## src/rtl/assert_macros.svh

```systemverilog
// ----------------------------------------------------------------------------
// Assertion macros
// Shared concurrent assertion forms for the page allocator RTL.
// ----------------------------------------------------------------------------
`ifndef ASSERT_MACROS_SVH
`define ASSERT_MACROS_SVH

// same-cycle implication
`define PCPA_ASSERT_IMP(label, clk, rst_n, ante, cons, msg) \
    label: assert property (@(posedge clk) disable iff (!rst_n) (ante) |-> (cons)) \
        else $error(msg);

// next-cycle implication
`define PCPA_ASSERT_NXT(label, clk, rst_n, ante, cons, msg) \
    label: assert property (@(posedge clk) disable iff (!rst_n) (ante) |=> (cons)) \
        else $error(msg);

`endif

```

## src/rtl/pcpa_pkg.sv

```systemverilog
// ----------------------------------------------------------------------------
// pcpa_pkg
// Types, codes and helpers of the per-CPU page allocator.
// ----------------------------------------------------------------------------
`default_nettype none

package pcpa_pkg;

    localparam int PAGE_BYTES      = 4096;
    localparam int PAGE_SHIFT      = 12;
    localparam int PAGE_NUM_MAX_W  = 32 - PAGE_SHIFT;
    localparam int CPU_FIELD_W     = 3;
    localparam int CPU_CODES       = 1 << CPU_FIELD_W;
    localparam int CPU_NUM_MAX_W   = 6;
    localparam int COUNT_W         = 16;
    localparam logic [COUNT_W-1:0] COUNT_MAX = 16'hFFFF;

    localparam int QUEUE_DEPTH     = 2;
    localparam int QPTR_W          = 1;

    localparam logic [31:0] MEM_START_RESET = 32'h8000_0000;
    localparam logic [31:0] MEM_TOP_RESET   = 32'h8800_0000;

    localparam logic CFG_MEM_START = 1'b0;
    localparam logic CFG_MEM_TOP   = 1'b1;

    localparam logic CMD_ALLOC = 1'b0;
    localparam logic CMD_FREE  = 1'b1;

    localparam logic [1:0] STATUS_OK       = 2'd0;
    localparam logic [1:0] STATUS_BAD_ADDR = 2'd1;
    localparam logic [1:0] STATUS_NO_MEM   = 2'd2;

    typedef struct packed {
        logic                   command;
        logic [CPU_FIELD_W-1:0] cpu;
        logic [31:0]            page_address;
    } req_t;

    typedef struct packed {
        logic [1:0]             status;
        logic [31:0]            granted_address;
        logic                   stolen;
        logic [CPU_FIELD_W-1:0] source_cpu;
    } rsp_t;

    typedef enum logic [1:0] {
        OP_ALLOC,
        OP_PUSH,
        OP_BAD
    } op_kind_t;

    typedef struct packed {
        op_kind_t                  kind;
        logic [CPU_NUM_MAX_W-1:0]  cpu;
        logic [PAGE_NUM_MAX_W-1:0] page;
    } op_t;

    typedef enum logic [2:0] {
        ST_IDLE,
        ST_RD_OWN,
        ST_POP,
        ST_SCAN,
        ST_WALK,
        ST_WR_VIC,
        ST_WR_REQ
    } back_state_t;

    function automatic logic [31:0] page_addr(input logic [31:0] start,
                                              input logic [31:0] page);
        logic [32:0] up;
        up = {1'b0, start} + 33'(PAGE_BYTES - 1);
        return {up[31:PAGE_SHIFT], {PAGE_SHIFT{1'b0}}} + (page << PAGE_SHIFT);
    endfunction

endpackage

`default_nettype wire

```

## src/rtl/pcpa_front.sv

```systemverilog
// ----------------------------------------------------------------------------
// pcpa_front
// Takes request items, checks free addresses and turns each item into an op.
// ----------------------------------------------------------------------------
`default_nettype none

module pcpa_front #(
    parameter int NUM_CPUS  = 8,
    parameter int NUM_PAGES = 32768
) (
    input  wire logic          req_valid,
    output logic               req_stall,
    input  pcpa_pkg::req_t     req,
    input  wire logic [31:0]   mem_start,
    input  wire logic [31:0]   mem_top,
    input  wire logic          q_full,
    output logic               q_push,
    output pcpa_pkg::op_t      q_op
);
    import pcpa_pkg::*;

    localparam int CPU_IW = (NUM_CPUS > 1) ? $clog2(NUM_CPUS) : 1;

    logic [CPU_IW-1:0] cpu_mod_tab [CPU_CODES];
    logic [31:0]       diff;
    logic [31:0]       page_full;
    logic              bad;

    for (genvar g = 0; g < CPU_CODES; g++)
    begin : g_cpu_mod
        assign cpu_mod_tab[g] = CPU_IW'(g % NUM_CPUS);
    end

    assign req_stall = q_full;
    assign q_push    = req_valid && !q_full;

    always_comb
    begin
        diff      = req.page_address - mem_start;
        page_full = diff >> PAGE_SHIFT;
        bad       = (req.page_address[PAGE_SHIFT-1:0] != '0)
                 || (req.page_address < mem_start)
                 || (req.page_address >= mem_top)
                 || (page_full >= 32'(NUM_PAGES));
        q_op.cpu  = CPU_NUM_MAX_W'(cpu_mod_tab[req.cpu]);
        q_op.page = diff[31:PAGE_SHIFT];
        if (req.command == CMD_FREE)
        begin
            q_op.kind = bad ? OP_BAD : OP_PUSH;
        end
        else
        begin
            q_op.kind = OP_ALLOC;
        end
    end

endmodule

`default_nettype wire

```

## config.mk

```make
export PLATFORM = sky130hd
export DESIGN_NAME = pcpa_front
export DESIGN_NICKNAME = d
export VERILOG_FILES = /design/src/rtl/assert_macros.svh /design/src/rtl/pcpa_pkg.sv /design/src/rtl/pcpa_front.sv
export SDC_FILE = /design/constraint.sdc
export NUM_CORES = 1
export LEC_CHECK = 0
export BUFFER_PORTS_ARGS = -buffer_cell sky130_fd_sc_hd__buf_2
export CORE_MARGIN = 1
export CORE_UTILIZATION = 43
export DETAILED_ROUTE_END_ITERATION = 7
export PLACE_DENSITY_LB_ADDON = 0.3
export RECOVER_POWER = 50
export SETUP_SLACK_MARGIN = 0.3
export SYNTH_ARGS = -nofsm -noshare
export SYNTH_HDL_FRONTEND = slang
export SYNTH_SLANG_ARGS = --single-unit
```

## constraint.sdc

```tcl
create_clock -name vclk -period 3
set_input_delay 0.45 -clock vclk [all_inputs]
set_output_delay 0.45 -clock vclk [all_outputs]
set_load 0.01 [all_outputs]
```

==> metrics.txt, run 1 <==
worst-case setup slack after placement -0.389 ns; remaining routing DRC violations 0; routed via count 3511; post-route ant nets 0; commonest non-fill, non-tap cell in the layout sky130_fd_sc_hd__buf_2; time the final worst path needs with I/O delays and setup ~3.3 ns; critical path class in2out; Reg area 0 um^2; worst hold margin between 0.9 and 1 ns; Critical Path RT roughly 2.6 ns; post-DR wirelength/cell 15.5 um; Setup WS post-layout -0.306 ns; violations in the final reports negative setup slack; layout cell share with drive strength beyond 1 roughly 50%; Congestion Overflow GR 0; Routability Congestion 0.911; die footprint between 6000 and 7000 um^2; mean area per synthesized cell 6.91 um^2; standard-cell rows 27; GRT Total Usage about 29%; delay of the slowest cell on the worst path between 0.3 and 0.4 ns; vias in the first global route about 3.5k; cells along the critical path buf_8 > ha_4 > buf_6 > nand2_2 > nor3b_1 > o21a_1 > o31ai_2 > a21oi_2 > mux2i_2 > o22ai_2 > nor4_4 > and2_1 > buf_2; share of the synthesized netlist area taken by xor and xnor gates between 5 and 6%; maximum number of pins on one net before global-route repair 10; CP arrival 2.86 ns; final WL about 9900 um; register area share after synthesis 0%; startpoint type of the worst setup path primary input; compound-cell area share of the yosys netlist between 30% and 40%; maximum capacitance violations 0; detailed router's first-iteration violation count 135; upper clock frequency limit ~300 MHz; Final Power roughly 960 uW; global-route wire length before repair between 10000 and 15000 um; Slew Viols, Final 0; estimated wirelength of the detail-placed design between 7000 and 8000 um; cell at the slowest stage of the critical path sky130_fd_sc_hd__nor4_4; accumulated negative setup slack -0.883 ns; placeable core area 5570 um^2; antenna violations before repair 0; sink of the worst hold path q_op[20]; unrepaired setup endpoints after global routing true; Die Width 78.6 um; Ys Warns 0; VDD IR max 0.140 mV; count of boundary I/O pins between 100 and 150; synthesized-area fraction occupied by adder cells around 31%; number of filler instances in the final layout approximately 360; count of antenna diodes in the layout 0; simple logic cell fraction of the synthesized area roughly a fifth; maximum net fanout on the critical path 3; outcome finished, violations left; number of failing setup endpoints in the final timing report 6; count of mapped cells out of synthesis approximately 370; seq_cells 0; effective utilization at floorplan a little under half; final hold vios 0; Post-Route Utilization 79.3%; worst hold start req[32]; quantity of I/O buffers inserted on ports around 120; number of hold buffers added after cts 0; P_leak roughly 2.4 nW; combined area of the multi-input logic cells around 2700 um^2; Layout Nets 734; commonest cells after routing, fill and taps aside 112 x sky130_fd_sc_hd__buf_2, 81 x sky130_fd_sc_hd__buf_4, 65 x sky130_fd_sc_hd__inv_1, 49 x sky130_fd_sc_hd__ha_1, 27 x sky130_fd_sc_hd__a21oi_1; dominant combinational cell family by area after synthesis adder cells; via density per instance approximately 5.5; power density over cell area 216 nW/um^2; die height approximately 79 um; area added between synthesis and finish 75.3%; worst hold stages 0; mux share of post-synthesis cell area less than 1%; Yosys cell types 57; # clk buffers 0; kind of capture point of the worst setup path output port; combined area of all synthesized cells 2520 um^2; class of the tightest hold or removal check in2out; number of optimization iterations in the first detailed-route pass 5; ratio of final minimum period to clock period 110%
[worst max-delay path: cells and delay by family]
kind / cells / cell delay (ns)
compound gates: 4 / 0.71
fa+ha+maj: 1 / 0.25
buf+inv: 3 / 0.34
mux: 1 / 0.28
simple gates: 4 / 0.81
[report_power, final]
part / switching [mW] / internal, mW
sequential: 0 / 0
clock: 0 / 0
combinational: 0.479 / 0.477
total: 0.479 / 0.477
[per-stage QoR]
| stage | std cells | area (um^2) |
|---|---|---|
| final | 639 | 4420 |
| after detailed placement | 632 | 3860 |
| after floorplan | 367 | 2620 |
| after global routing | 639 | 4420 |
| after CTS | 636 | 4330 |
| after global placement | 632 | 3860 |
[logic make-up (layout without fill, tap and decap cells)]
kind of cell,count (synthesis),in the layout
fa+ha+maj,63,63
buf+inv,79,279
compound gates,112,112
xor+xnor,15,15
mux,1,1
simple gates,94,94
other cells,1,3
[how the worst max path moves through the flow]
stage	depth (start not counted)	slack, ns	startpoint	endpoint
detailed placement	13	-0.39	mem_start[6]	q_op[26]
finish	13	-0.31	req[7]	q_op[26]
global placement	12	-0.33	mem_start[6]	q_op[26]
CTS	13	-0.20	mem_start[6]	q_op[26]
global route	13	-0.36	req[7]	q_op[26]
floorplan	10	0.07	mem_start[6]	q_op[26]
[layer usage]
metal	routed length, um	GRT usage [%]
met5	0	0
met4	403	9.26
met3	638	3.02
met2	5140	58.3
met1	3740	31.7
[what timing repair did]
action	4_1_cts	5_1_grt
pin swaps	32	9
resized for setup	85	16
buffers inserted	4	3
hold endpoints to repair	0	0
endpoints found under the setup margin	19	20
[synth_stat cells (2+ instances only)]
cell                        instances  area share [%]
sky130_fd_sc_hd__nor3_1             7             1.4
sky130_fd_sc_hd__nor2_1            19             2.8
sky130_fd_sc_hd__or2_2              3            0.74
sky130_fd_sc_hd__a2bb2oi_1          2            0.69
sky130_fd_sc_hd__a221oi_1           3             1.0
sky130_fd_sc_hd__nand4_1            9             2.2
sky130_fd_sc_hd__and3_1             4            0.99
sky130_fd_sc_hd__inv_1             70              10
sky130_fd_sc_hd__nor4_1             2            0.50
sky130_fd_sc_hd__nor2b_1            6             1.5
sky130_fd_sc_hd__o311ai_1           2            0.69
sky130_fd_sc_hd__o31ai_1            4             1.2
sky130_fd_sc_hd__ha_1              63              31
sky130_fd_sc_hd__xor2_1             8             2.8
sky130_fd_sc_hd__o211ai_1           2            0.60
sky130_fd_sc_hd__o21a_1             3            0.89
sky130_fd_sc_hd__and4_1             2            0.69
sky130_fd_sc_hd__a21o_1            14             4.2
sky130_fd_sc_hd__a211oi_1           4             1.2
sky130_fd_sc_hd__nand2_1           22             3.3
sky130_fd_sc_hd__xnor2_1            7             2.4
sky130_fd_sc_hd__a31oi_1            3            0.74
sky130_fd_sc_hd__o21ai_1            5            0.99
sky130_fd_sc_hd__a21oi_1           35             6.9
sky130_fd_sc_hd__o21ai_0           17             3.4
sky130_fd_sc_hd__and2_1             2            0.50
sky130_fd_sc_hd__nand2b_1           2            0.50
sky130_fd_sc_hd__buf_4              7             2.1
sky130_fd_sc_hd__nand3_1            8             1.6
sky130_fd_sc_hd__o21bai_1           3            0.89
[layout make-up]
type,instances,area share [%]
inverter,70,6.45
multi-input combinational,288,61.2
tap,72,2.04
timing repair buffer,209,30.3
Power figures use the tool's default switching activity.
==> inputs of run 2 (changes only) <==
CORE_ASPECT_RATIO = 1.5   (was not set)
CORE_MARGIN = not set   (was 1)
==> run 2 against run 1 <==
Compared with the run above: the flow still finishes with violations (negative setup slack); sequential share of layout area unchanged; hold slack about the same; critical endpoint unchanged; count of clock-buffer cells in the layout unchanged.
==> metrics.txt, run 2 (synthesis results as in run 1) <==
vias in the first global route around 3.5k; layout cell share with drive strength beyond 1 approximately 51%; Slew Viols, Final 0; switching power roughly 470 uW; global-route wire length before repair approximately 15000 um; unrepaired setup endpoints after global routing true; switching fraction of total power 49.0%; commonest non-fill, non-tap cell in the layout sky130_fd_sc_hd__buf_2; remaining routing DRC violations 0; internal portion of total power about 490 uW; time the final worst path needs with I/O delays and setup approximately 3.4 ns; Routability Congestion 0.921; power density over cell area around 220 nW/um^2; share of power burned in the clock network 0%; startpoint type of the worst setup path primary input; VDD IR max between 0.15 and 0.2 mV; routed via count around 3.5k; count of antenna diodes in the layout 0; effective utilization at floorplan 45.3%; P_leak roughly 2.5 nW; Reg area 0 um^2; seq_cells 0; Setup WS post-layout -0.416 ns; number of hold buffers added after cts 0; # clk buffers 0; number of cells in the design after placement ~630; kind of capture point of the worst setup path output port; maximum number of pins on one net before global-route repair 10; quantity of I/O buffers inserted on ports approximately 120; final hold vios 0; worst hold stages 0; number of filler instances in the final layout about 380; estimated wirelength of the detail-placed design around 7000 um; class of the tightest hold or removal check in2out; Die Width 64.5 um; critical path class in2out; standard-cell rows 33; number of optimization iterations in the first detailed-route pass 4; GRT Total Usage roughly 30%; final WL about 10000 um; commonest cells after routing, fill and taps aside 111 x sky130_fd_sc_hd__buf_2, 87 x sky130_fd_sc_hd__buf_4, 64 x sky130_fd_sc_hd__inv_1, 50 x sky130_fd_sc_hd__ha_1, 25 x sky130_fd_sc_hd__a21oi_1; Critical Path RT 2.55 ns; outcome finished, violations left; count of boundary I/O pins ~130; violations in the final reports negative setup slack; die height 95.8 um; via density per instance approximately 5.5; upper clock frequency limit 293 MHz; combined area of the multi-input logic cells 2680 um^2; maximum capacitance violations 0; area added between synthesis and finish 77.6%; CP arrival just under 3 ns; post-DR wirelength/cell 15.4 um; detailed router's first-iteration violation count ~150; final std cell area, no fill approximately 4500 um^2; number of failing setup endpoints in the final timing report 5; sink of the worst hold path q_op[21]; share of power burned in combinational logic 100.0%; die footprint approximately 6000 um^2; Layout Nets around 740; Cell Count, Final, Fillers Out approximately 650; worst hold margin between 0.9 and 1 ns; placeable core area about 5600 um^2; cell area after placement slightly below 4000 um^2; post-route ant nets 0; antenna violations before repair 0; worst hold start req[33]; maximum net fanout on the critical path 2; ratio of final minimum period to clock period 114%; Reg power frac 0%; Congestion Overflow GR 0
==> run 2: worst max-delay path by stage <==
| stage | slack, ns | cells after the start | endpoint | start |
|---|---|---|---|---|
| after floorplan | 0.07 | 10 | q_op[26] | mem_start[6] |
| after global placement | -0.30 | 12 | q_op[26] | mem_start[6] |
| after detailed placement | -0.33 | 12 | q_op[26] | mem_start[6] |
| after CTS | -0.18 | 14 | q_op[26] | mem_start[6] |
| after global routing | -0.46 | 12 | q_op[26] | mem_start[6] |
| final | -0.42 | 12 | q_op[26] | mem_top[13] |
==> run 2: metal layers <==
metal / vias up / track usage [%] / share of wire, %
met3: 43 / 1.78 / 4.1
met1: 1640 / 29.3 / 35
met4: 0 / 11.9 / 5.4
met2: 143 / 63.5 / 55
li1: 1723 / - / -
met5: - / 0 / 0
==> run 2: critical path, stage by stage <==
cell                       delay (ns)
sky130_fd_sc_hd__buf_2           0.10
sky130_fd_sc_hd__inv_1           0.04
sky130_fd_sc_hd__ha_1            0.30
sky130_fd_sc_hd__a21o_1          0.18
sky130_fd_sc_hd__a211o_1         0.33
sky130_fd_sc_hd__a211oi_2        0.25
sky130_fd_sc_hd__o21ai_0         0.12
sky130_fd_sc_hd__a221oi_1        0.34
sky130_fd_sc_hd__o31ai_1         0.16
sky130_fd_sc_hd__nor4_2          0.37
sky130_fd_sc_hd__and2_1          0.20
sky130_fd_sc_hd__buf_2           0.13
==> run 2: power by group through the flow <==
stage	registers [mW]	clock network, mW	logic, mW
CTS	0	0	0.894
floorplan	0	0	0.416
finish	0	0	0.969
global route	0	0	1.04
global placement	0	0	0.751
detailed placement	0	0	0.769
==> run 2: final cells by class <==
cell class	instances	share of cell area, %
Inverter	70	6.37
Multi-Input combinational cell	288	59.8
Tap cell	70	1.95
Timing Repair Buffer	218	31.8
==> run 2: repair_timing <==
item | 4_1_cts | 5_1_grt
setup buffers | 11 | 1
resized for setup | 80 | 27
pin swaps | 23 | 14
endpoints found under the setup margin | 19 | 20
==> run 2: per-stage QoR <==
step           power (mW)  worst slack (ns)  setup TNS, ns  utilization (%)
2_1_floorplan       0.416            0.0710              0                -
3_3_place_gp        0.751            -0.302         -0.753             69.8
3_5_place_dp        0.769            -0.326         -0.976             69.8
4_1_cts             0.894            -0.184         -0.312             78.0
5_1_grt              1.04            -0.464          -1.49             80.4
6_report            0.969            -0.416         -0.913             80.4
==> inputs of run 3 (changes only) <==
CELL_PAD_IN_SITES_DETAIL_PLACEMENT = 1   (was not set)
CELL_PAD_IN_SITES_GLOBAL_PLACEMENT = 1   (was not set)
CORE_UTILIZATION = 29   (was 43)
SKIP_LAST_GASP = 1   (was not set)
==> run 3 against run 2 <==
Compared with the run above: the run still ends with negative setup slack left; combinational power up 21%; routed wire length grew 49%; final cell count grew 9.8%; critical path depth is 1 higher; largest power group unchanged; sequential share of layout area stayed put.
==> metrics.txt, run 3 (synthesis results as in run 1) <==
outcome finished, violations left; violations in the final reports negative setup slack; final WL between 10000 and 15000 um; share of power burned in the clock network 0%; Setup WS post-layout -0.462 ns; switching power 582 uW; worst hold start req[33]; die height 116 um; worst hold stages 0; Slew Viols, Final 0; antenna violations before repair 1; # clk buffers 0; count of boundary I/O pins 132; Routability Congestion around 0.87; Layout Nets slightly below 800; unrepaired setup endpoints after global routing true; Reg area 0 um^2; remaining routing DRC violations 0; switching fraction of total power 49.8%; GRT Total Usage a little over a quarter; class of the tightest hold or removal check in2out; VDD IR max 0.131 mV; standard-cell rows 41; time the final worst path needs with I/O delays and setup 3.46 ns; final hold vios 0; post-DR wirelength/cell 20.9 um; upper clock frequency limit 289 MHz; Cell Count, Final, Fillers Out ~710; count of antenna diodes in the layout 0; quantity of I/O buffers inserted on ports between 100 and 150; kind of capture point of the worst setup path output port; effective utilization at floorplan 30.0%; seq_cells 0; via density per instance about 5.5; maximum net fanout on the critical path 4; worst hold margin approximately 0.9 ns; estimated wirelength of the detail-placed design roughly 9000 um; Critical Path RT about 2.6 ns; vias in the first global route 4109; maximum number of pins on one net before global-route repair 10; commonest non-fill, non-tap cell in the layout sky130_fd_sc_hd__buf_2; placeable core area between 8000 and 9000 um^2; sink of the worst hold path q_op[21]; number of cells in the design after placement between 600 and 700; post-route ant nets 0; number of failing setup endpoints in the final timing report 15; accumulated negative setup slack -2.50 ns; power density over cell area 232 nW/um^2; critical path class in2out; global-route wire length before repair between 15000 and 20000 um; internal portion of total power 588 uW; detailed router's first-iteration violation count 108; routed via count slightly below 4k; maximum capacitance violations 0; area added between synthesis and finish 100%; commonest cells after routing, fill and taps aside 105 x sky130_fd_sc_hd__buf_2, 101 x sky130_fd_sc_hd__buf_4, 61 x sky130_fd_sc_hd__inv_1, 47 x sky130_fd_sc_hd__ha_1, 32 x sky130_fd_sc_hd__buf_6; CP arrival 3.01 ns; layout cell share with drive strength beyond 1 between 50% and 60%; P_leak between 2 and 3 nW; share of power burned in combinational logic between 90% and 100%; ratio of final minimum period to clock period 115%; Congestion Overflow GR 0; startpoint type of the worst setup path primary input; Reg power frac 0%; Die Width a little under 80 um; number of optimization iterations in the first detailed-route pass 4; die footprint approximately 9100 um^2
run 3: per-stage QoR:
step	worst slack [ns]	utilization, %	area (um^2)	power [mW]
finish	-0.462	60.0	5050	1.17
floorplan	0.0710	-	2620	0.416
detailed placement	-0.520	47.5	4000	0.809
global placement	-0.383	47.5	4000	0.783
CTS	-0.206	56.3	4740	0.998
global route	-0.518	60.0	5050	1.24
run 3: metal layers:
layer / GRT usage [%] / vias to the layer above / wire [um]
met5: 0 / - / 13
met4: 11.6 / 2 / 896
met3: 2.42 / 63 / 569
met2: 59.5 / 148 / 8290
met1: 23.6 / 1903 / 5060
li1: - / 1768 / -
run 3: worst max path at each step:
stage                  start        to  slack (ns)  cells after the start
2_1_floorplan   mem_start[6]  q_op[26]        0.07                     10
3_3_place_gp          req[0]  q_op[26]       -0.38                     14
3_5_place_dp          req[5]  q_op[26]       -0.52                     12
4_1_cts               req[3]  q_op[26]       -0.21                     12
5_1_grt        mem_start[12]  q_op[26]       -0.52                     13
6_report       mem_start[12]  q_op[26]       -0.46                     13
run 3: power by group through the flow:
stage	clock network, mW	logic (mW)	registers (mW)
after floorplan	0	0.416	0
after global placement	0	0.783	0
after detailed placement	0	0.809	0
after CTS	0	0.998	0
after global routing	0	1.24	0
final	0	1.17	0
run 3: area by class of cell:
cell class,instances,area [um^2]
fill,1043,3360
inverter,70,290
multi-input combinational,288,2910
tap,107,134
timing repair buffer,244,1720
run 3: repair_timing:
action | in CTS | in global routing
gates cloned | 0 | 0
pin swaps | 42 | 23
gates resized for setup | 116 | 47
hold endpoints to repair | 0 | 0
hold buffers | 0 | 0
setup endpoints to repair | 20 | 21
setup buffers | 17 | 13
run 3: critical path: stages:
cell and delay (ns):
sky130_fd_sc_hd__buf_2 0.10, sky130_fd_sc_hd__inv_1 0.07, sky130_fd_sc_hd__ha_4 0.29, sky130_fd_sc_hd__nand2_1 0.09, sky130_fd_sc_hd__o211a_1 0.29, sky130_fd_sc_hd__nor3_4 0.27, sky130_fd_sc_hd__o31ai_4 0.14, sky130_fd_sc_hd__a21oi_4 0.24
sky130_fd_sc_hd__mux2i_4 0.34, sky130_fd_sc_hd__o22ai_4 0.12, sky130_fd_sc_hd__nor4_4 0.30, sky130_fd_sc_hd__and2_1 0.16, sky130_fd_sc_hd__buf_2 0.12
