**src/rtl/assert_macros.svh**
```systemverilog
// ----------------------------------------------------------------------------
// Assertion macros
// Shared concurrent assertion forms for the page allocator RTL.
// ----------------------------------------------------------------------------
`ifndef ASSERT_MACROS_SVH
`define ASSERT_MACROS_SVH

// same-cycle implication
`define PCPA_ASSERT_IMP(label, clk, rst_n, ante, cons, msg) \
    label: assert property (@(posedge clk) disable iff (!rst_n) (ante) |-> (cons)) \
        else $error(msg);

// next-cycle implication
`define PCPA_ASSERT_NXT(label, clk, rst_n, ante, cons, msg) \
    label: assert property (@(posedge clk) disable iff (!rst_n) (ante) |=> (cons)) \
        else $error(msg);

`endif

```
**src/rtl/pcpa_pkg.sv**
```systemverilog
// ----------------------------------------------------------------------------
// pcpa_pkg
// Types, codes and helpers of the per-CPU page allocator.
// ----------------------------------------------------------------------------
`default_nettype none

package pcpa_pkg;

    localparam int PAGE_BYTES      = 4096;
    localparam int PAGE_SHIFT      = 12;
    localparam int PAGE_NUM_MAX_W  = 32 - PAGE_SHIFT;
    localparam int CPU_FIELD_W     = 3;
    localparam int CPU_CODES       = 1 << CPU_FIELD_W;
    localparam int CPU_NUM_MAX_W   = 6;
    localparam int COUNT_W         = 16;
    localparam logic [COUNT_W-1:0] COUNT_MAX = 16'hFFFF;

    localparam int QUEUE_DEPTH     = 2;
    localparam int QPTR_W          = 1;

    localparam logic [31:0] MEM_START_RESET = 32'h8000_0000;
    localparam logic [31:0] MEM_TOP_RESET   = 32'h8800_0000;

    localparam logic CFG_MEM_START = 1'b0;
    localparam logic CFG_MEM_TOP   = 1'b1;

    localparam logic CMD_ALLOC = 1'b0;
    localparam logic CMD_FREE  = 1'b1;

    localparam logic [1:0] STATUS_OK       = 2'd0;
    localparam logic [1:0] STATUS_BAD_ADDR = 2'd1;
    localparam logic [1:0] STATUS_NO_MEM   = 2'd2;

    typedef struct packed {
        logic                   command;
        logic [CPU_FIELD_W-1:0] cpu;
        logic [31:0]            page_address;
    } req_t;

    typedef struct packed {
        logic [1:0]             status;
        logic [31:0]            granted_address;
        logic                   stolen;
        logic [CPU_FIELD_W-1:0] source_cpu;
    } rsp_t;

    typedef enum logic [1:0] {
        OP_ALLOC,
        OP_PUSH,
        OP_BAD
    } op_kind_t;

    typedef struct packed {
        op_kind_t                  kind;
        logic [CPU_NUM_MAX_W-1:0]  cpu;
        logic [PAGE_NUM_MAX_W-1:0] page;
    } op_t;

    typedef enum logic [2:0] {
        ST_IDLE,
        ST_RD_OWN,
        ST_POP,
        ST_SCAN,
        ST_WALK,
        ST_WR_VIC,
        ST_WR_REQ
    } back_state_t;

    function automatic logic [31:0] page_addr(input logic [31:0] start,
                                              input logic [31:0] page);
        logic [32:0] up;
        up = {1'b0, start} + 33'(PAGE_BYTES - 1);
        return {up[31:PAGE_SHIFT], {PAGE_SHIFT{1'b0}}} + (page << PAGE_SHIFT);
    endfunction

endpackage

`default_nettype wire

```
**src/rtl/pcpa_queue.sv**
```systemverilog
// ----------------------------------------------------------------------------
// pcpa_queue
// Short op queue between the front and the back.
// ----------------------------------------------------------------------------
`default_nettype none

module pcpa_queue (
    input  wire logic      clk,
    input  wire logic      rst_n,
    input  wire logic      push,
    input  pcpa_pkg::op_t  push_op,
    output logic           full,
    output logic           valid,
    input  wire logic      pop,
    output pcpa_pkg::op_t  pop_op
);
    import pcpa_pkg::*;

    op_t                ent_reg [QUEUE_DEPTH];
    logic [QPTR_W-1:0]  wr_ptr_reg, wr_ptr_next;
    logic [QPTR_W-1:0]  rd_ptr_reg, rd_ptr_next;
    logic [QPTR_W:0]    count_reg, count_next;

    assign full   = (count_reg == (QPTR_W + 1)'(QUEUE_DEPTH));
    assign valid  = (count_reg != '0);
    assign pop_op = ent_reg[rd_ptr_reg];

    always_comb
    begin
        wr_ptr_next = wr_ptr_reg;
        rd_ptr_next = rd_ptr_reg;
        count_next  = count_reg;
        if (push)
        begin
            wr_ptr_next = (wr_ptr_reg == QPTR_W'(QUEUE_DEPTH - 1)) ? '0 : wr_ptr_reg + 1'b1;
        end
        if (pop)
        begin
            rd_ptr_next = (rd_ptr_reg == QPTR_W'(QUEUE_DEPTH - 1)) ? '0 : rd_ptr_reg + 1'b1;
        end
        if (push && !pop)
        begin
            count_next = count_reg + 1'b1;
        end
        else if (pop && !push)
        begin
            count_next = count_reg - 1'b1;
        end
    end

    always_ff @(posedge clk or negedge rst_n)
    begin
        if (!rst_n)
        begin
            wr_ptr_reg <= '0;
            rd_ptr_reg <= '0;
            count_reg  <= '0;
        end
        else
        begin
            wr_ptr_reg <= wr_ptr_next;
            rd_ptr_reg <= rd_ptr_next;
            count_reg  <= count_next;
        end
    end

    always_ff @(posedge clk)
    begin
        if (push)
        begin
            ent_reg[wr_ptr_reg] <= push_op;
        end
    end

endmodule

`default_nettype wire

```
**config.mk**
```make
export PLATFORM = sky130hd
export DESIGN_NAME = pcpa_queue
export DESIGN_NICKNAME = d
export VERILOG_FILES = /design/src/rtl/assert_macros.svh /design/src/rtl/pcpa_pkg.sv /design/src/rtl/pcpa_queue.sv
export SDC_FILE = /design/constraint.sdc
export NUM_CORES = 1
export LEC_CHECK = 0
export BUFFER_PORTS_ARGS = -buffer_cell sky130_fd_sc_hd__buf_4
export CAP_MARGIN = 20
export CORE_MARGIN = 2
export CORE_UTILIZATION = 40
export DETAILED_ROUTE_END_ITERATION = 12
export GPL_ROUTABILITY_DRIVEN = 0
export GPL_TIMING_DRIVEN = 0
export HOLD_SLACK_MARGIN = 0.05
export SLEW_MARGIN = 30
export SYNTH_ARGS = -nofsm -noshare
export SYNTH_HDL_FRONTEND = slang
export SYNTH_SLANG_ARGS = --single-unit
```
**constraint.sdc**
```tcl
create_clock -name clk -period 2.6 [get_ports clk]
set_input_delay 0.13 -clock clk [delete_from_list [all_inputs] [get_ports clk]]
set_output_delay 0.13 -clock clk [all_outputs]
set_load 0.05 [all_outputs]
```
==> impl_results.md, run 1 <==
- Die Y: 79.1 µm
- Category of cells accounting for the largest share of critical-path delay: buffers and inverters
- Count of clock tree sinks: 60
- Synth Instances: just over 100
- Root buffer cell: clkbuf_8
- Leakage power total: roughly 1.3 nW
- Critical Path Source Type: flop
- Shortest period the worst path allows: approximately 1.6 ns
- Synthesized net count: ~140
- DRC: 0
- Status: complete, no violations
- Number of flip-flops in the largest register: between 50 and 60
- Number of cells in the finished layout apart from fillers: between 200 and 300
- Number of global-route vias before repair: about 1,400
- Normalized max-slew margin: 0.530
- I/O pins: 62
- Required time at the endpoint of the critical path: 2.47 ns
- Power density of the placed cells: ~1200 mW/mm²
- Die extent in x: 79.1 µm
- Transition time at the pin with the least slew margin: between 0.7 and 0.8 ns
- Worst Hold Class: in2async
- Flip-flop and latch count after synthesis: 60
- Setup WS post-layout: about 0.96 ns
- Post-DRT Antenna Nets: 0
- Max-slew violation count: 0
- Filler Cells Inserted: ~430
- Total of warnings raised by yosys: 0
- Final setup violating endpoints: 0
- Drt total wl: 3.99 mm
- Core ar.: roughly 0.0055 mm²
- CP max FO: 10
- Placement Rows: 27
- Sum of net half-perimeters after detailed placement: about 2.6 mm
- Initial standard-cell utilization of the core: 0.412
- Final layout net count: between 200 and 250
- Fraction of final layout cells sized beyond drive strength 1: 0.524
- Detailed Routing Iterations Pass 1: 4
- CTS tree: done
- Max Cap Viol: 0
- All-Layer GR Usage: 0.133
- Count of unique library cells instantiated by Yosys: 15
- Pre-CTS WS: around 1.1 ns
- Depth of the CTS H-tree: 3
- Hold Violations, Final: 0
- Vias per std cell: ~4.5
- Setup tns final: 0 ns
- Final Cycle Share: 0.629
- Wire length of the first global-routing pass: 6.02 mm
- Unrepaired setup endpoints after global routing: no
- Seq/Total Area, Yosys: 0.789
- Buffers inserted during post-CTS setup optimization: 0
- Maximum number of pins on one net before global-route repair: 29
- Critical Path Sink Type: output port
- Port Buffers: between 60 and 70
- First-iteration detailed-routing DRC count: 40
- Biggest cell delay along the critical path: approximately 0.35 ns
- Highest-count cells in the layout ignoring fill and taps: buf_4 (62), edfxtp_1 (56), dlygate4sd3_1 (31), mux2_2 (18)
- Area of the mapped netlist: 0.00226 mm²
- Data arrival time of the worst path: about 1.5 ns
- Critical-path top delay cell: dfrtp_1
- TritonCTS buffer count: 9
- Number of antenna cells inserted: 0
- Final worst clock skew: about 0.0048 ns
- WL/cell: between 10 and 15 µm
- Cells along the critical path: buf_6 > buf_8 > mux2_4 > buf_4
- Max Buffers Root-to-Sink: 2
- Most common cell after layout, fill and taps aside: buf_4
- Vias after detailed routing: between 1,000 and 1,500
- DIE AREA: about 0.0063 mm²
- Residual overflow from global routing: 0
- Number of placed cells counting well taps: approximately 240
- Crit Path Category: reg2out
- Number of antenna violations at the first check in global routing: 0
- CTS clk-pin slew, worst paths: ~0.060 ns
- Area growth from synthesis to layout: 49.2%
- IR Drop Worst-Case VDD: between 0.7 and 0.8 mV
- Highest clock frequency the design can meet: around 610 MHz
- Buffering stage count on the worst path with inverters included: 3
- Clk_lat worst skew: 0.32 ns
- Mean post-synth cell area: around 22 µm²
[final cells by class]
type | instances | area, µm² | area share
Sequential cell | 60 | 1780 | 0.529
Timing Repair Buffer | 93 | 796 | 0.236
Multi-Input combinational cell | 39 | 447 | 0.133
Clock buffer | 11 | 141 | 0.0420
Tap cell | 72 | 90.1 | 0.0267
Clock inverter | 5 | 75.1 | 0.0223
Buffer | 3 | 33.8 | 0.0100
Inverter | 1 | 3.75 | 0.00111
[layer usage]
metal,up-vias,share of wire,GRT usage
met3,7,0.049,0.0364
met1,619,0.38,0.133
li1,606,-,-
met5,-,0,0
met2,46,0.56,0.245
met4,0,0.011,0.0776
[kinds of logic (layout without fill, tap and decap cells)]
kind of cell,after synthesis,count (layout),synth area share
buffers and inverters,4,113,0.0166
adder cells (fa/ha/maj),1,1,0.00554
multiplexers,28,28,0.156
flip-flops,60,60,0.789
XOR/XNOR,5,5,0.0194
AND/OR/NAND/NOR,5,5,0.0128
[final timing paths]
kind | cells past startpoint | endpoint | start | slack (ns)
max | 4 | pop_op[20] | rd_ptr_reg | 0.96
min | 2 | count_reg[1] | rst_n | 0.14
max reg2reg | 1 | ent_reg[1][9] | wr_ptr_reg | 1.15
min reg2reg | 1 | count_reg[1] | count_reg[1] | 0.48
max in group asynchronous | 2 | rd_ptr_reg | rst_n | 2.36
min in group clk | 1 | count_reg[1] | count_reg[1] | 0.48
[cell usage after synthesis]
master	number	area share
and2_1	1	0.0028
buf_4	1	0.0033
buf_6	1	0.0050
buf_8	1	0.0066
dfrtp_1	4	0.044
edfxtp_1	56	0.75
ha_1	1	0.0055
inv_1	1	0.0017
mux2_2	18	0.090
mux2_4	10	0.067
nor2_1	1	0.0017
nor2b_1	2	0.0055
or2_2	1	0.0028
xnor2_1	1	0.0039
xor2_1	4	0.016
[report_power, final]
group	total (mW)	switching [mW]	internal, mW
clock network	0.887	0.326	0.561
registers	1.36	0.0680	1.29
logic	1.73	1.08	0.651
total	3.97	1.47	2.50
[through the flow]
| step | cell area [µm²] | util | hold WS (ns) | power (mW) |
|---|---|---|---|---|
| after global placement | 2810 | 0.513 | -0.0729 | 3.04 |
| after detailed placement | 2840 | 0.519 | -0.0699 | 3.10 |
| after CTS | 3370 | 0.615 | 0.118 | 4.03 |
| final | 3370 | 0.615 | 0.140 | 3.97 |
| after floorplan | 2260 | - | -0.166 | 2.61 |
| after global routing | 3370 | 0.615 | 0.116 | 4.13 |
[what timing repair did]
action,4_1_cts,5_1_grt
gates resized for setup,0,0
hold buffers,31,0
hold endpoints to repair,62,0
(Power assumes the default switching activity.)
==> inputs of run 2 (changes only) <==
--- a/config.mk
+++ b/config.mk
@@ -13,6 +13,7 @@
 export GPL_ROUTABILITY_DRIVEN = 0
 export GPL_TIMING_DRIVEN = 0
 export HOLD_SLACK_MARGIN = 0.05
+export PLACE_DENSITY = 0.66
 export SLEW_MARGIN = 30
 export SYNTH_ARGS = -nofsm -noshare
 export SYNTH_HDL_FRONTEND = slang
==> constraint.sdc (replaced) <==
create_clock -name clk -period 1.31 [get_ports clk]
set_input_delay 0.0655 -clock clk [delete_from_list [all_inputs] [get_ports clk]]
set_output_delay 0.0655 -clock clk [all_outputs]
set_load 0.05 [all_outputs]
==> impl_results.md, run 2 (synthesis gave the netlist of run 1 again) <==
- Status: finished, violations left
- Violated checks: negative setup slack
- Port Buffers: 61 (unchanged)
- Power density of the placed cells: 2380 mW/mm² (+100%)
- Met1 routed wirelength after detailed routing: 1.83 mm (+20%)
- Maximum number of pins on one net before global-route repair: 29 (unchanged)
- Final Cycle Share: 1.17
- Number of antenna violations at the first check in global routing: 0 (unchanged)
- Number of global-route vias before repair: 1,462 (+7.3%)
- Placement Rows: 27 (unchanged)
- WL/cell: 15.5 µm (+10%)
- Wire length of the first global-routing pass: 6.99 mm (+16%)
- Cell Int Power: 5.44 mW (+120%)
- Switching share of power: 0.372 (+0.00149)
- Initial standard-cell utilization of the core: 0.412 (unchanged)
- Post-DRT Antenna Nets: 0 (unchanged)
- Drt total wl: 4.53 mm (+13%)
- Hold Violations, Final: 0 (unchanged)
- Worst hold slack: 0.0754 ns (-0.0646 ns)
- Fraction of final layout cells sized beyond drive strength 1: 0.545 (+0.0219)
- Final layout net count: 248 (+3.3%)
- Proportion of power drawn by combinational gates: 0.512 (+0.077)
- Critical Path Sink Type: output port
- Power share of the clock group: 0.175 (-0.048)
- Pre-CTS WS: -0.198 ns (-1.32 ns)
- CTS tree: done
- Die extent in x: 79.1 µm (unchanged)
- CTS clk-pin slew, worst paths: 0.06 ns (about the same)
- Die Y: 79.1 µm (unchanged)
- Max Buffers Root-to-Sink: 2 (unchanged)
- Final worst clock skew: 0.00427 ns (-0.000521 ns)
- Area growth from synthesis to layout: 61.1%
- Crit Path Category: reg2out
- Sum of net half-perimeters after detailed placement: 2.67 mm (+3.9%)
- Data arrival time of the worst path: 1.46 ns (-0.05 ns)
- Depth of the CTS H-tree: 3 (unchanged)
- Max-slew violation count: 0 (unchanged)
- CP max FO: 10 (unchanged)
- All-Layer GR Usage: 0.153 (+0.0197)
- Transition time at the pin with the least slew margin: 0.455 ns (-0.250 ns)
- Final setup violating endpoints: 28 (+28)
- Leakage power total: 1.48 nW (+11%)
- DIE AREA: 0.00626 mm² (unchanged)
- Number of cells in the finished layout apart from fillers: 292 (+2.8%)
- Highest routing layer actually used: met4
- Worst Hold Class: in2async
- First-iteration detailed-routing DRC count: 57 (+43%)
- Routed met3 length: 258 µm (+32%)
- Root buffer cell: clkbuf_8
- I/O pins: 62 (unchanged)
- Shortest period the worst path allows: 1.53 ns
- Clk_lat worst skew: 0.33 ns (about the same)
- IR Drop Worst-Case VDD: 1.49 mV (+94%)
- DRC: 0 (unchanged)
- Vias per std cell: 4.58 (+1.8%)
- Vias after detailed routing: 1,337 (+4.6%)
- Total met2 wirelength after detailed routing: 2.36 mm (+6.0%)
- Sw power: 3.22 mW (+120%)
- Normalized max-slew margin: 0.696 (+0.166)
- Count of clock tree sinks: 60 (unchanged)
- Critical Path Source Type: flop
- Setup WS post-layout: -0.218 ns (-1.18 ns)
- Core ar.: 0.00547 mm² (unchanged)
- Number of flip-flops in the largest register: 56 (unchanged)
- Number of placed cells counting well taps: 236 (-0.42%)
- Detailed Routing Iterations Pass 1: 4 (unchanged)
- Most common cell after layout, fill and taps aside: edfxtp_1
- Post-route core utilization: 0.665 (+0.0492)
- Unrepaired setup endpoints after global routing: yes
- Highest-count cells in the layout ignoring fill and taps: edfxtp_1 (56), buf_4 (34), dlygate4sd3_1 (31), mux2_4 (22), buf_6 (22)
- Share of total power in sequential cells: 0.313 (-0.029)
- Number of antenna cells inserted: 0 (unchanged)
- Required time at the endpoint of the critical path: 1.24 ns (-1.23 ns)
- Max Cap Viol: 0 (unchanged)
- Highest clock frequency the design can meet: roughly 650 MHz
- Setup tns final: -5.66 ns (-5.66 ns)
- TritonCTS buffer count: 9 (unchanged)
- Residual overflow from global routing: 0 (unchanged)
[run 2: cell count changes in the layout (fill, tap and decap cells not counted), sizes merged]
cell,delta
buf,+6
bufinv,-1
clkinv,+3
and2,+1
clkbuf,-2
nor2b,+1
[run 2: final timing paths]
check	start	endpoint	slack, ns	cells after the start
setup / recovery	rd_ptr_reg	pop_op[2]	-0.22	4
hold / removal	rst_n	count_reg[1]	0.08	2
setup reg to reg	wr_ptr_reg	ent_reg[0][10]	0.08	1
hold reg to reg	wr_ptr_reg	wr_ptr_reg	0.57	1
max in group asynchronous	rst_n	wr_ptr_reg	1.12	2
min in group clk	push_op[17]	ent_reg[0][17]	0.46	2
[run 2: cell type report]
class,instances,area [µm²]
fill,397,1840
sequential,60,1780
timing repair buffer,99,1010
multi-input combinational,41,518
clock buffer,9,124
tap,72,90.1
clock inverter,7,57.6
buffer,3,51.3
inverter,1,3.75
[run 2: worst max-delay path: stages (launching register included)]
cell and delay (ns):
dfrtp_1 0.39, buf_6 0.14, buf_12 0.14, mux2_4 0.31
buf_6 0.16
[run 2: timing repair]
action,4_1_cts,5_1_grt
setup endpoints to repair,85,58
pin swaps,0,1
gates cloned,3,1
hold buffers,31,0
endpoints found under the hold margin,62,0
gates resized for setup,46,22
setup buffers,4,1
[run 2: metrics by stage]
| step | total power, mW | area, µm² |
|---|---|---|
| detailed placement | 6.11 | 2810 |
| global placement | 6.03 | 2810 |
| finish | 8.66 | 3640 |
| floorplan | 5.19 | 2270 |
| CTS | 8.43 | 3540 |
| global route | 9.00 | 3640 |
[run 2: power groups by stage]
stage | registers [mW] | logic, mW | clock network [mW]
after floorplan | 2.70 | 2.50 | 0
after global placement | 2.71 | 3.32 | 0
after detailed placement | 2.75 | 3.36 | 0
after CTS | 2.71 | 4.18 | 1.55
after global routing | 2.75 | 4.61 | 1.63
final | 2.71 | 4.44 | 1.51
[run 2: per-layer routing]
metal  GRT usage  vias up
met2       0.270       49
met4      0.0672        0
li1            -      624
met5           0        -
met1       0.171      657
met3      0.0432        7
==> inputs of run 3 (changes only) <==
--- a/config.mk
+++ b/config.mk
@@ -7,7 +7,6 @@
 export LEC_CHECK = 0
 export BUFFER_PORTS_ARGS = -buffer_cell sky130_fd_sc_hd__buf_4
 export CAP_MARGIN = 20
-export CORE_MARGIN = 2
 export CORE_UTILIZATION = 40
 export DETAILED_ROUTE_END_ITERATION = 12
 export GPL_ROUTABILITY_DRIVEN = 0
==> impl_results.md, run 3 (synthesis gave the netlist of run 1 again) <==
- Number of antenna violations at the first check in global routing: 0 (unchanged)
- Status: finished, violations left
- CTS clk-pin slew, worst paths: 0.06 ns (about the same)
- Number of flip-flops in the largest register: 56 (unchanged)
- Critical Path Sink Type: output port
- Clk_lat worst skew: 0.32 ns (about the same)
- Most common cell after layout, fill and taps aside: edfxtp_1
- Final layout net count: 249 (+0.40%)
- Hold Violations, Final: 0 (unchanged)
- Max-slew violation count: 0 (unchanged)
- Worst Hold Class: in2async
- Cell Area, Placed: 0.00281 mm² (about the same)
- Number of cells in the finished layout apart from fillers: 291 (-0.34%)
- Vias after detailed routing: 1,313 (-1.8%)
- Category of cells accounting for the largest share of critical-path delay: buffers and inverters
- Critical-path top delay cell: dfrtp_1
- Crit Path Category: reg2out
- Fin area: 0.00353 mm² (-2.9%)
- Highest-count cells in the layout ignoring fill and taps: edfxtp_1 (56), buf_4 (45), dlygate4sd3_1 (31), buf_6 (18), mux2_4 (15)
- Cells along the critical path: buf_6 > buf_12 > mux2_4 > buf_8
- Initial standard-cell utilization of the core: 0.428 (+0.0159)
- Core ar.: 0.00527 mm² (-3.7%)
- All-Layer GR Usage: 0.147 (-0.00598)
- Final Cycle Share: 1.17 (-0.00158)
- Max Buffers Root-to-Sink: 2 (unchanged)
- Power density of the placed cells: 2310 mW/mm² (-2.9%)
- Root buffer cell: clkbuf_8
- Number of placed cells counting well taps: 234 (-0.85%)
- Residual overflow from global routing: 0 (unchanged)
- Biggest cell delay along the critical path: 0.40 ns (about the same)
- Worst hold slack: 0.0858 ns (+0.0105 ns)
- DIE AREA: 0.00595 mm² (-5.0%)
- Final worst clock skew: 0.00532 ns (+0.00105 ns)
- Transition time at the pin with the least slew margin: 0.456 ns (+0.00159 ns)
- Count of clock tree sinks: 60 (unchanged)
- Leakage power total: 1.42 nW (-4.3%)
- Post-route core utilization: 0.670 (+0.00562)
- Maximum number of pins on one net before global-route repair: 29 (unchanged)
- TritonCTS buffer count: 9 (unchanged)
- Port Buffers: 61 (unchanged)
- Highest clock frequency the design can meet: 655 MHz (+0.14%)
- Drt total wl: 4.15 mm (-8.3%)
- Fraction of final layout cells sized beyond drive strength 1: 0.529 (-0.0160)
- Die Y: 77.1 µm (-2.5%)
- Setup tns final: -5.46 ns (+0.195 ns)
- Vias per std cell: 4.51 (-1.5%)
- Wire length of the first global-routing pass: 6.30 mm (-9.9%)
- Die extent in x: 77.1 µm (-2.5%)
- Placement Rows: 26 (-3.7%)
- First-iteration detailed-routing DRC count: 36 (-37%)
- Max Cap Viol: 0 (unchanged)
- Buffering stage count on the worst path with inverters included: 3 (unchanged)
- Required time at the endpoint of the critical path: 1.24 ns (about the same)
- CP max FO: 5 (-5)
- Critical Path Source Type: flop
- Shortest period the worst path allows: 1.53 ns (-0.00207 ns)
- Final setup violating endpoints: 28 (unchanged)
- Post-DRT Antenna Nets: 0 (unchanged)
- I/O pins: 62 (unchanged)
- Violated checks: negative setup slack
- DRC: 0 (unchanged)
- WL/cell: 14.3 µm (-8.0%)
- CTS tree: done
- Data arrival time of the worst path: 1.46 ns (about the same)
- Setup WS post-layout: -0.216 ns (+0.00207 ns)
- Area growth from synthesis to layout: 56.5%
- Number of antenna cells inserted: 0 (unchanged)
- Detailed Routing Iterations Pass 1: 4 (unchanged)
- IR Drop Worst-Case VDD: 1.46 mV (-2.3%)
- Depth of the CTS H-tree: 3 (unchanged)
- Number of global-route vias before repair: 1,398 (-4.4%)
- Normalized max-slew margin: 0.695 (-0.00106)
- Unrepaired setup endpoints after global routing: yes
-- run 3: cell count changes in the layout (fill, tap and decap cells not counted), sizes merged --
cell,change
clkinv,-2
bufinv,-1
and2,-1
buf,+2
clkbuf,+3
-- run 3: power by group --
group          switching [mW]  leakage (nW)  internal, mW
Sequential              0.143         0.571          2.56
Clock                   0.625        0.0769         0.665
Combinational            2.33         0.772          1.85
Total                    3.09          1.42          5.07
-- run 3: layout make-up --
| cell class | instances | area, µm² |
|---|---|---|
| Sequential cell | 60 | 1780 |
| Fill cell | 371 | 1740 |
| Timing Repair Buffer | 101 | 985 |
| Multi-Input combinational cell | 40 | 483 |
| Clock buffer | 12 | 135 |
| Tap cell | 70 | 87.6 |
| Buffer | 3 | 38.8 |
| Clock inverter | 4 | 16.3 |
| Inverter | 1 | 3.75 |
-- run 3: routing by layer --
metal	vias to the layer above	wire length, µm	GRT usage
li1	626	-	-
met1	624	1730	0.151
met2	53	2140	0.262
met3	10	207	0.0405
met4	0	67	0.0887
met5	-	0	0
-- run 3: what timing repair did --
item,4_1_cts,5_1_grt
buffers inserted,5,2
gates resized for setup,35,8
cloned,2,1
hold endpoints to repair,62,0
pin swaps,0,1
endpoints found under the setup margin,85,58
hold buffers,31,0
-- run 3: metrics by stage --
stage / setup slack (ns) / power [mW]
floorplan: 0.0477 / 5.19
global route: -0.266 / 8.51
detailed placement: -0.192 / 6.07
CTS: -0.227 / 8.07
global placement: -0.158 / 6.02
finish: -0.216 / 8.17
-- run 3: path summary, 6_finish.rpt --
kind	startpoint	cells after the start	slack [ns]	endpoint
min in group clk	push	3	0.17	count_reg[0]
max reg2reg	wr_ptr_reg	1	0.08	ent_reg[0][9]
max in group asynchronous	rst_n	2	1.11	wr_ptr_reg
min reg2reg	wr_ptr_reg	1	0.56	wr_ptr_reg
max	rd_ptr_reg	4	-0.22	pop_op[18]
min	rst_n	2	0.09	wr_ptr_reg
